## src/hw/rtl/vmalu_pkg.sv

```systemverilog
`timescale 1ns / 1ps
// ----------------------------------------------------------------------------
// vmalu_pkg
// Shared operation codes, control bundle and default sizes of the word ALU.
// ----------------------------------------------------------------------------
package vmalu_pkg;

  localparam int DefaultWordWidth   = 16;
  localparam int DefaultNarrowWidth = 8;
  localparam int OpWidth            = 5;

  typedef enum logic [OpWidth-1:0] {
    OpAnd  = 5'd0,
    OpOr   = 5'd1,
    OpXnor = 5'd2,
    OpXor  = 5'd3,
    OpShl  = 5'd4,
    OpShr  = 5'd5,
    OpAdd  = 5'd6,
    OpSub  = 5'd7,
    OpMul  = 5'd8,
    OpDiv  = 5'd9,
    OpMod  = 5'd10,
    OpMin  = 5'd11,
    OpMax  = 5'd12,
    OpGte  = 5'd13,
    OpLte  = 5'd14,
    OpEq   = 5'd15,
    OpNeq  = 5'd16,
    OpGt   = 5'd17,
    OpLt   = 5'd18,
    OpInv  = 5'd19,
    OpInc  = 5'd20,
    OpDec  = 5'd21,
    OpPass = 5'd22
  } op_e;

  // Control that travels with each beat down the divider chain.
  typedef struct packed {
    logic valid;
    logic sel_div;
    logic sel_mod;
    logic narrow;
    logic test;
    logic compare;
    logic div_zero;
  } cell_ctrl_t;

endpackage

```

## src/hw/rtl/vmalu_front.sv

```systemverilog
`timescale 1ns / 1ps
// ----------------------------------------------------------------------------
// vmalu_front
// Entry stage: evaluate all operations but divide and modulo, and seed the divider.
// ----------------------------------------------------------------------------
module vmalu_front import vmalu_pkg::*; #(
  parameter int WORD_WIDTH = DefaultWordWidth
) (
  input  logic                  clk_i,
  input  logic                  rst_ni,
  input  logic                  start_i,
  input  logic [OpWidth-1:0]    op_i,
  input  logic [WORD_WIDTH-1:0] operand_a_i,
  input  logic [WORD_WIDTH-1:0] operand_b_i,
  input  logic                  narrow_dest_i,
  output cell_ctrl_t            ctrl_o,
  output logic [WORD_WIDTH-1:0] val_o,
  output logic [WORD_WIDTH-1:0] rem_o,
  output logic [WORD_WIDTH-1:0] dq_o,
  output logic [WORD_WIDTH-1:0] div_o
);

  cell_ctrl_t            ctrl_d, ctrl_q;
  logic [WORD_WIDTH-1:0] val_d, val_q;
  logic [WORD_WIDTH-1:0] dq_q, div_q;
  logic [WORD_WIDTH-1:0] mul_lo;
  logic                  b_zero;

  assign mul_lo = operand_a_i * operand_b_i;
  assign b_zero = (operand_b_i == '0);

  always_comb begin
    ctrl_d        = '0;
    ctrl_d.valid  = start_i;
    ctrl_d.narrow = narrow_dest_i;
    val_d         = '0;
    unique case (op_e'(op_i))
      OpAnd:  val_d = operand_a_i & operand_b_i;
      OpOr:   val_d = operand_a_i | operand_b_i;
      OpXnor: val_d = ~(operand_a_i ^ operand_b_i);
      OpXor:  val_d = operand_a_i ^ operand_b_i;
      OpShl:  val_d = (operand_b_i >= WORD_WIDTH) ? '0 : (operand_a_i << operand_b_i);
      OpShr:  val_d = (operand_b_i >= WORD_WIDTH) ? '0 : (operand_a_i >> operand_b_i);
      OpAdd:  val_d = operand_a_i + operand_b_i;
      OpSub:  val_d = operand_a_i - operand_b_i;
      OpMul:  val_d = mul_lo;
      OpDiv: begin
        ctrl_d.sel_div  = 1'b1;
        ctrl_d.div_zero = b_zero;
      end
      OpMod: begin
        ctrl_d.sel_mod  = 1'b1;
        ctrl_d.div_zero = b_zero;
      end
      OpMin:  val_d = (operand_a_i < operand_b_i) ? operand_a_i : operand_b_i;
      OpMax:  val_d = (operand_a_i > operand_b_i) ? operand_a_i : operand_b_i;
      OpGte: begin
        ctrl_d.compare = 1'b1;
        ctrl_d.test    = (operand_a_i >= operand_b_i);
      end
      OpLte: begin
        ctrl_d.compare = 1'b1;
        ctrl_d.test    = (operand_a_i <= operand_b_i);
      end
      OpEq: begin
        ctrl_d.compare = 1'b1;
        ctrl_d.test    = (operand_a_i == operand_b_i);
      end
      OpNeq: begin
        ctrl_d.compare = 1'b1;
        ctrl_d.test    = (operand_a_i != operand_b_i);
      end
      OpGt: begin
        ctrl_d.compare = 1'b1;
        ctrl_d.test    = (operand_a_i > operand_b_i);
      end
      OpLt: begin
        ctrl_d.compare = 1'b1;
        ctrl_d.test    = (operand_a_i < operand_b_i);
      end
      OpInv:  val_d = ~operand_a_i;
      OpInc:  val_d = operand_a_i + WORD_WIDTH'(1);
      OpDec:  val_d = operand_a_i - WORD_WIDTH'(1);
      OpPass: val_d = operand_a_i;
      default: val_d = '0;
    endcase
  end

  always_ff @(posedge clk_i or negedge rst_ni) begin
    if (!rst_ni) begin
      ctrl_q <= '0;
    end else begin
      ctrl_q <= ctrl_d;
    end
  end

  always_ff @(posedge clk_i) begin
    val_q <= val_d;
    dq_q  <= operand_a_i;
    div_q <= operand_b_i;
  end

  assign ctrl_o = ctrl_q;
  assign val_o  = val_q;
  assign rem_o  = '0;
  assign dq_o   = dq_q;
  assign div_o  = div_q;

endmodule

```

## src/hw/rtl/vmalu_div_cell.sv

```systemverilog
`timescale 1ns / 1ps
// ----------------------------------------------------------------------------
// vmalu_div_cell
// One restoring divide step: retire one quotient bit and pass the beat on.
// ----------------------------------------------------------------------------
module vmalu_div_cell import vmalu_pkg::*; #(
  parameter int WORD_WIDTH = DefaultWordWidth
) (
  input  logic                  clk_i,
  input  logic                  rst_ni,
  input  cell_ctrl_t            ctrl_i,
  input  logic [WORD_WIDTH-1:0] val_i,
  input  logic [WORD_WIDTH-1:0] rem_i,
  input  logic [WORD_WIDTH-1:0] dq_i,
  input  logic [WORD_WIDTH-1:0] div_i,
  output cell_ctrl_t            ctrl_o,
  output logic [WORD_WIDTH-1:0] val_o,
  output logic [WORD_WIDTH-1:0] rem_o,
  output logic [WORD_WIDTH-1:0] dq_o,
  output logic [WORD_WIDTH-1:0] div_o
);

  cell_ctrl_t            ctrl_q;
  logic [WORD_WIDTH-1:0] val_q, rem_q, dq_q, div_q;
  logic [WORD_WIDTH:0]   trial;
  logic [WORD_WIDTH:0]   diff;
  logic                  fits;
  logic [WORD_WIDTH-1:0] rem_d, dq_d;

  // Shift the next dividend bit into the partial remainder, subtract if it fits.
  // A zero divisor always fits, so the quotient fills with ones and the
  // remainder ends as the dividend.
  assign trial = {rem_i, dq_i[WORD_WIDTH-1]};
  assign diff  = trial - {1'b0, div_i};
  assign fits  = (trial >= {1'b0, div_i});
  assign rem_d = fits ? diff[WORD_WIDTH-1:0] : trial[WORD_WIDTH-1:0];
  assign dq_d  = {dq_i[WORD_WIDTH-2:0], fits};

  always_ff @(posedge clk_i or negedge rst_ni) begin
    if (!rst_ni) begin
      ctrl_q <= '0;
    end else begin
      ctrl_q <= ctrl_i;
    end
  end

  always_ff @(posedge clk_i) begin
    val_q <= val_i;
    rem_q <= rem_d;
    dq_q  <= dq_d;
    div_q <= div_i;
  end

  assign ctrl_o = ctrl_q;
  assign val_o  = val_q;
  assign rem_o  = rem_q;
  assign dq_o   = dq_q;
  assign div_o  = div_q;

endmodule

```

## src/hw/rtl/vmalu_out.sv

```systemverilog
`timescale 1ns / 1ps
// ----------------------------------------------------------------------------
// vmalu_out
// Result stage: pick the final value, apply the narrow mask, drive the beat.
// ----------------------------------------------------------------------------
module vmalu_out import vmalu_pkg::*; #(
  parameter int WORD_WIDTH   = DefaultWordWidth,
  parameter int NARROW_WIDTH = DefaultNarrowWidth
) (
  input  logic                  clk_i,
  input  logic                  rst_ni,
  input  cell_ctrl_t            ctrl_i,
  input  logic [WORD_WIDTH-1:0] val_i,
  input  logic [WORD_WIDTH-1:0] rem_i,
  input  logic [WORD_WIDTH-1:0] quo_i,
  output logic                  done_o,
  output logic [WORD_WIDTH-1:0] value_o,
  output logic                  test_flag_o,
  output logic                  is_compare_o,
  output logic                  divide_by_zero_o
);

  localparam int NarrowKeep = (NARROW_WIDTH < WORD_WIDTH) ? NARROW_WIDTH : WORD_WIDTH;
  localparam logic [WORD_WIDTH-1:0] NarrowMask =
    {WORD_WIDTH{1'b1}} >> (WORD_WIDTH - NarrowKeep);

  logic                  done_q;
  logic [WORD_WIDTH-1:0] sel_val, value_d, value_q;
  logic                  test_q, cmp_q, dz_q;

  always_comb begin
    priority if (ctrl_i.sel_div) begin
      sel_val = quo_i;
    end else if (ctrl_i.sel_mod) begin
      sel_val = rem_i;
    end else begin
      sel_val = val_i;
    end
    value_d = ctrl_i.narrow ? (sel_val & NarrowMask) : sel_val;
  end

  always_ff @(posedge clk_i or negedge rst_ni) begin
    if (!rst_ni) begin
      done_q <= 1'b0;
    end else begin
      done_q <= ctrl_i.valid;
    end
  end

  always_ff @(posedge clk_i) begin
    value_q <= value_d;
    test_q  <= ctrl_i.test;
    cmp_q   <= ctrl_i.compare;
    dz_q    <= ctrl_i.div_zero;
  end

  assign done_o           = done_q;
  assign value_o          = value_q;
  assign test_flag_o      = test_q;
  assign is_compare_o     = cmp_q;
  assign divide_by_zero_o = dz_q;

endmodule

```

## src/hw/rtl/vm_word_alu_core.sv

```systemverilog
`timescale 1ns / 1ps
// ----------------------------------------------------------------------------
// vm_word_alu_core
// Unsigned word ALU of a small virtual machine with a pipelined divider.
// ----------------------------------------------------------------------------
//
// Channel   Direction  Handshake                Payload
// -------   ---------  -----------------------  ------------------------------
// command   in         start_i high, busy_o low op_i, operand_a_i, operand_b_i,
//                                               narrow_dest_i
// result    out        done_o, one cycle        value_o, test_flag_o,
//                                               is_compare_o, divide_by_zero_o
//
// One command beat is taken every cycle; busy_o stays low.
// Every beat passes, in order, one entry stage, WORD_WIDTH divider cells
// (one quotient bit each) and one result register before it leaves on done_o.
// All operations travel the same chain, so results never reorder.
// Reset clears the valid bits of every stage; operand data is not reset.
// The receiver cannot stall: each result stands on the ports for one cycle.
// ----------------------------------------------------------------------------
module vm_word_alu_core import vmalu_pkg::*; #(
  parameter int WORD_WIDTH   = DefaultWordWidth,
  parameter int NARROW_WIDTH = DefaultNarrowWidth
) (
  input  logic                  clk_i,
  input  logic                  rst_ni,
  input  logic                  start_i,
  output logic                  busy_o,
  input  logic [OpWidth-1:0]    op_i,
  input  logic [WORD_WIDTH-1:0] operand_a_i,
  input  logic [WORD_WIDTH-1:0] operand_b_i,
  input  logic                  narrow_dest_i,
  output logic                  done_o,
  output logic [WORD_WIDTH-1:0] value_o,
  output logic                  test_flag_o,
  output logic                  is_compare_o,
  output logic                  divide_by_zero_o
);

  localparam int Latency = WORD_WIDTH + 2;

  // Stage k of the chain feeds cell k; stage WORD_WIDTH feeds the result stage.
  cell_ctrl_t            chain_ctrl [WORD_WIDTH+1];
  logic [WORD_WIDTH-1:0] chain_val  [WORD_WIDTH+1];
  logic [WORD_WIDTH-1:0] chain_rem  [WORD_WIDTH+1];
  logic [WORD_WIDTH-1:0] chain_dq   [WORD_WIDTH+1];
  logic [WORD_WIDTH-1:0] chain_div  [WORD_WIDTH+1];

  // The chain advances every cycle, so a new command is always welcome.
  assign busy_o = 1'b0;

  // Evaluate all operations but divide and modulo, and load the dividend and divisor.
  vmalu_front #(
    .WORD_WIDTH (WORD_WIDTH)
  ) u_front (
    .clk_i         (clk_i),
    .rst_ni        (rst_ni),
    .start_i       (start_i),
    .op_i          (op_i),
    .operand_a_i   (operand_a_i),
    .operand_b_i   (operand_b_i),
    .narrow_dest_i (narrow_dest_i),
    .ctrl_o        (chain_ctrl[0]),
    .val_o         (chain_val[0]),
    .rem_o         (chain_rem[0]),
    .dq_o          (chain_dq[0]),
    .div_o         (chain_div[0])
  );

  // Advance each beat one cell per cycle, retiring one quotient bit per cell,
  // most significant bit first.
  for (genvar k = 0; k < WORD_WIDTH; k++) begin : g_cell
    vmalu_div_cell #(
      .WORD_WIDTH (WORD_WIDTH)
    ) u_cell (
      .clk_i  (clk_i),
      .rst_ni (rst_ni),
      .ctrl_i (chain_ctrl[k]),
      .val_i  (chain_val[k]),
      .rem_i  (chain_rem[k]),
      .dq_i   (chain_dq[k]),
      .div_i  (chain_div[k]),
      .ctrl_o (chain_ctrl[k+1]),
      .val_o  (chain_val[k+1]),
      .rem_o  (chain_rem[k+1]),
      .dq_o   (chain_dq[k+1]),
      .div_o  (chain_div[k+1])
    );
  end

  // Select quotient, remainder or the early value, then mask for narrow targets.
  // The divisor copy at the end of the chain is not needed any more.
  vmalu_out #(
    .WORD_WIDTH   (WORD_WIDTH),
    .NARROW_WIDTH (NARROW_WIDTH)
  ) u_out (
    .clk_i            (clk_i),
    .rst_ni           (rst_ni),
    .ctrl_i           (chain_ctrl[WORD_WIDTH]),
    .val_i            (chain_val[WORD_WIDTH]),
    .rem_i            (chain_rem[WORD_WIDTH]),
    .quo_i            (chain_dq[WORD_WIDTH]),
    .done_o           (done_o),
    .value_o          (value_o),
    .test_flag_o      (test_flag_o),
    .is_compare_o     (is_compare_o),
    .divide_by_zero_o (divide_by_zero_o)
  );

`ifndef SYNTHESIS
  // Every command beat comes out after the fixed chain latency.
  assert property (@(posedge clk_i) disable iff (!rst_ni)
    start_i && !busy_o |-> ##(Latency) done_o)
    else $error("result beat missing after chain latency");

  // A result beat must trace back to a command beat.
  assert property (@(posedge clk_i) disable iff (!rst_ni)
    done_o |-> $past(start_i && !busy_o, Latency))
    else $error("result beat without a command beat");

  // Comparisons give a zero value and never a divide fault.
  assert property (@(posedge clk_i) disable iff (!rst_ni)
    done_o && is_compare_o |-> value_o == '0 && !divide_by_zero_o)
    else $error("comparison beat with value or divide fault");

  // The test flag only rises on comparisons.
  assert property (@(posedge clk_i) disable iff (!rst_ni)
    done_o && test_flag_o |-> is_compare_o)
    else $error("test flag outside a comparison");
`endif

endmodule

```

## config.mk

```make
export PLATFORM = sky130hd
export DESIGN_NAME = vm_word_alu_core
export DESIGN_NICKNAME = d
export VERILOG_FILES = /design/src/hw/rtl/vmalu_pkg.sv /design/src/hw/rtl/vmalu_front.sv /design/src/hw/rtl/vmalu_div_cell.sv /design/src/hw/rtl/vmalu_out.sv /design/src/hw/rtl/vm_word_alu_core.sv
export SDC_FILE = /design/constraint.sdc
export NUM_CORES = 2
export LEC_CHECK = 0
export BUFFER_PORTS_ARGS = -buffer_cell sky130_fd_sc_hd__buf_2
export CELL_PAD_IN_SITES_DETAIL_PLACEMENT = 1
export CELL_PAD_IN_SITES_GLOBAL_PLACEMENT = 1
export CORE_ASPECT_RATIO = 0.5
export CORE_MARGIN = 1
export CORE_UTILIZATION = 35
export CTS_BUF_LIST = sky130_fd_sc_hd__clkbuf_4
export DETAILED_ROUTE_END_ITERATION = 12
export PLACE_DENSITY = 0.61
export SYNTH_ARGS = -nofsm -noshare
export SYNTH_HDL_FRONTEND = slang
export SYNTH_SLANG_ARGS = --single-unit
```

## constraint.sdc

```tcl
create_clock -name clk_i -period 3.1 [get_ports clk_i]
set_input_delay 0.31 -clock clk_i [delete_from_list [all_inputs] [get_ports clk_i]]
set_output_delay 0.31 -clock clk_i [all_outputs]
set_load 0.02 [all_outputs]
```

==> run metrics <==
status=finished, violations left; failing checks=negative setup slack; PortBufs=60; Fin Hold WS=194.9 ps; crit-path cells=buf_12, inv_8, buf_4, nor2_1, fa_1, inv_1, fa_1, fa_1, fa_1, inv_1, fa_1, inv_1, fa_1, inv_1, ha_4, a21oi_4, nor2b_4, nor2_1, or4b_4, and3_4, o21ai_2, nand4_1; DP Wirelength=117300 µm; fin crit share=1.393; simple-gate portion of the synthesized area=0.1086; Final GP Congestion=0.9482; library cells used by synthesis=80; fraction of registers with async set/reset=0.1004; area delta synth->final=22.67%; #FFs+latches synth=1195; Req. time, crit path=4060 ps; crit-path most repeated cell=fa_1; Initial Util=0.3558; post-synth top area cell=dfxtp_1; Worst-Skew Late Latency=1170 ps; grt ovf=0; post-route ant nets=0; cell area power density=799.4 nW/µm²; post-synthesis sequential area ratio=0.5091; CP startpoint kind=primary input; Synth top area share=0.4467; mux contribution to synthesized area=0.04397; dominant combinational cell family by area after synthesis=adder cells; Max Transition Viols Final=0; Synth warnings=0; crit end category=register; # setup viols final=12; top post-synthesis cells by area=dfxtp_1 (45%), ha_1 (9.2%), dfrtp_1 (6.2%), fa_1 (4.0%), inv_1 (3.5%); Worst path slowest cell=fa_1; syn_area_per_cell=10.42 µm²; Max stage delay on crit path=510 ps; routed vias/inst=4.899; skew final=87.72 ps; Synth Flop Type=dfxtp_1; fin crit period=4320 ps; max frequency=0.2315 GHz; H-tree level count=5; post-synthesis compound-gate area fraction=0.1186; Syn Nets=5115; synth cell count leaders=dfxtp_1 (1075), inv_1 (450), ha_1 (355), nor2_1 (311), nand2_1 (307); Residual DRC=0; final setup TNS=-8055 ps; maxcap violations=0; final WL=152500 µm; number of flops mapped to enable cells by yosys=0; Final #Nets=5842; Post-Synth XOR/XNOR Area=0.04228; Lkg Pwr=27.03 nW; cts bufs inserted=293; Worst slew margin=0.3400; area of the die=139200 µm²; Post-Syn Instances=4622; CP Max Fanout=5; top-count cell post-synth=dfxtp_1; DR iter-0 viols=1885; die width=526.7 µm; initial antenna violation count=9; Hold Vio Cnt, Final=0; All-Layer GR Usage=0.2196; WP buf/inv=7; crit path kind=primary input to register; I/O pin cnt=62; core area=135400 µm²; Vias=35900; pre-CTS setup slack=-2609 ps; HP Class=primary input to register; Longest Clk Path Bufs=4; global-route wire length before repair=232900 µm; Worst Max-Slew Pin Slew=965.1 ps; clock-pin slew on the worst setup and hold paths=70 ps; vias in the first global route=38850; drt wl/cell=20.81 µm; CP arrival=5270 ps; post-synthesis adder-cell area fraction=0.1325; Synth Cell Area=48170 µm²; largest net degree at the start of global routing=86; largest delay contributor family on the critical path=adder cells; RSZ-0062 raised after global routing=true; drt pass-1 iters=7; final worst slack=-1220 ps; die span in y=264.3 µm; Root Driver=clkbuf_4; Cell Rows=95; layout cells sized above 1=0.2267; # clock sinks=1195; final design utilization=0.4365; TritonCTS clock tree=done; Max rail drop VDD=0.8261 mV
-- worst paths after layout --
kind	cells past startpoint	to	slack, ps	startpoint
max	22	u_front.val_o[15]	-1220	operand_b_i[4]
min	7	u_front.val_o[5]	190	operand_b_i[1]
max reg2reg	11	g_cell[13].u_cell.rem_o[14]	100	g_cell[12].u_cell.dq_o[15]
min reg2reg	0	g_cell[5].u_cell.val_o[6]	270	g_cell[4].u_cell.val_o[6]
max in group asynchronous	4	g_cell[0].u_cell.ctrl_o[6]	2380	rst_ni
min in group asynchronous	4	u_front.ctrl_o[5]	280	rst_ni
-- cell families after synthesis --
family	after synthesis
compound gates	883
xor+xnor	231
fa+ha+maj	452
buf+inv	569
flops	1195
mux	181
other cells	1
simple gates	1110
-- metal layers --
layer	GRT usage	wire [µm]
met1	0.2795	69650
met2	0.3678	72010
met3	0.03748	5755
met4	0.09308	5076
met5	0	26
-- worst reg2reg max path, delay by kind of cell, from the launching register on --
kind / cells / cell delay, ps
fa+ha+maj: 2 / 680
simple gates: 2 / 270
xor+xnor: 1 / 120
compound gates: 4 / 940
flops: 1 / 450
mux: 1 / 280
buf+inv: 1 / 110
-- area by class of cell --
type / instances / area [µm²]
Fill cell: 15100 / 76290
Tap cell: 1794 / 2245
Clock buffer: 413 / 3100
Inverter: 455 / 1775
Timing Repair Buffer: 546 / 4657
Antenna cell: 8 / 20.02
Clock inverter: 59 / 291.5
Multi-Input combinational cell: 2858 / 22480
Sequential cell: 1195 / 24520
-- per-stage QoR --
step	instances	power (mW)	area (µm²)
floorplan	4622	28.17	48620
global placement	6749	33.66	53650
detailed placement	6749	33.90	53650
CTS	7317	47.61	58770
global route	7325	50.37	59090
finish	7328	47.24	59100
-- sequential cells by signal (all words and copies together) (netlist names) --
| register | flops |
|---|---|
| u_out.is_compare_o | 1 |
| g_cell.u_cell.ctrl_o | 112 |
| u_front.ctrl_o | 7 |
| u_out.done_o | 1 |
| u_out.divide_by_zero_o | 1 |
| u_front.dq_o | 16 |
| u_out.value_o | 16 |
| u_front.val_o | 16 |
| g_cell.u_cell.val_o | 256 |
| u_front.div_o | 16 |
| u_out.test_flag_o | 1 |
| g_cell.u_cell.div_o | 240 |
| g_cell.u_cell.dq_o | 256 |
| g_cell.u_cell.rem_o | 256 |
-- placed cells by master (no fill, tap or decap), types with 151 or more instances in the layout --
cell type / n
dfxtp_1: 1075
inv_1: 417
clkbuf_4: 414
buf_4: 370
ha_1: 323
nand2_1: 299
nor2_1: 294
a21oi_1: 220
o21ai_0: 205
xnor2_1: 151
-- report_power, final --
group	internal (mW)	total, mW	switching [mW]
Combinational	7.64	16.4	8.77
Clock	6.27	12.3	6.01
Sequential	17.5	18.5	1.09
-- timing repair --
item	CTS	global route
hold endpoints to repair	175	0
hold buffers	74	0
pin swaps	94	56
resized for setup	204	66
buffers inserted	29	9
endpoints found under the setup margin	15	73
No activity file was read; power rests on OpenSTA's default activity.
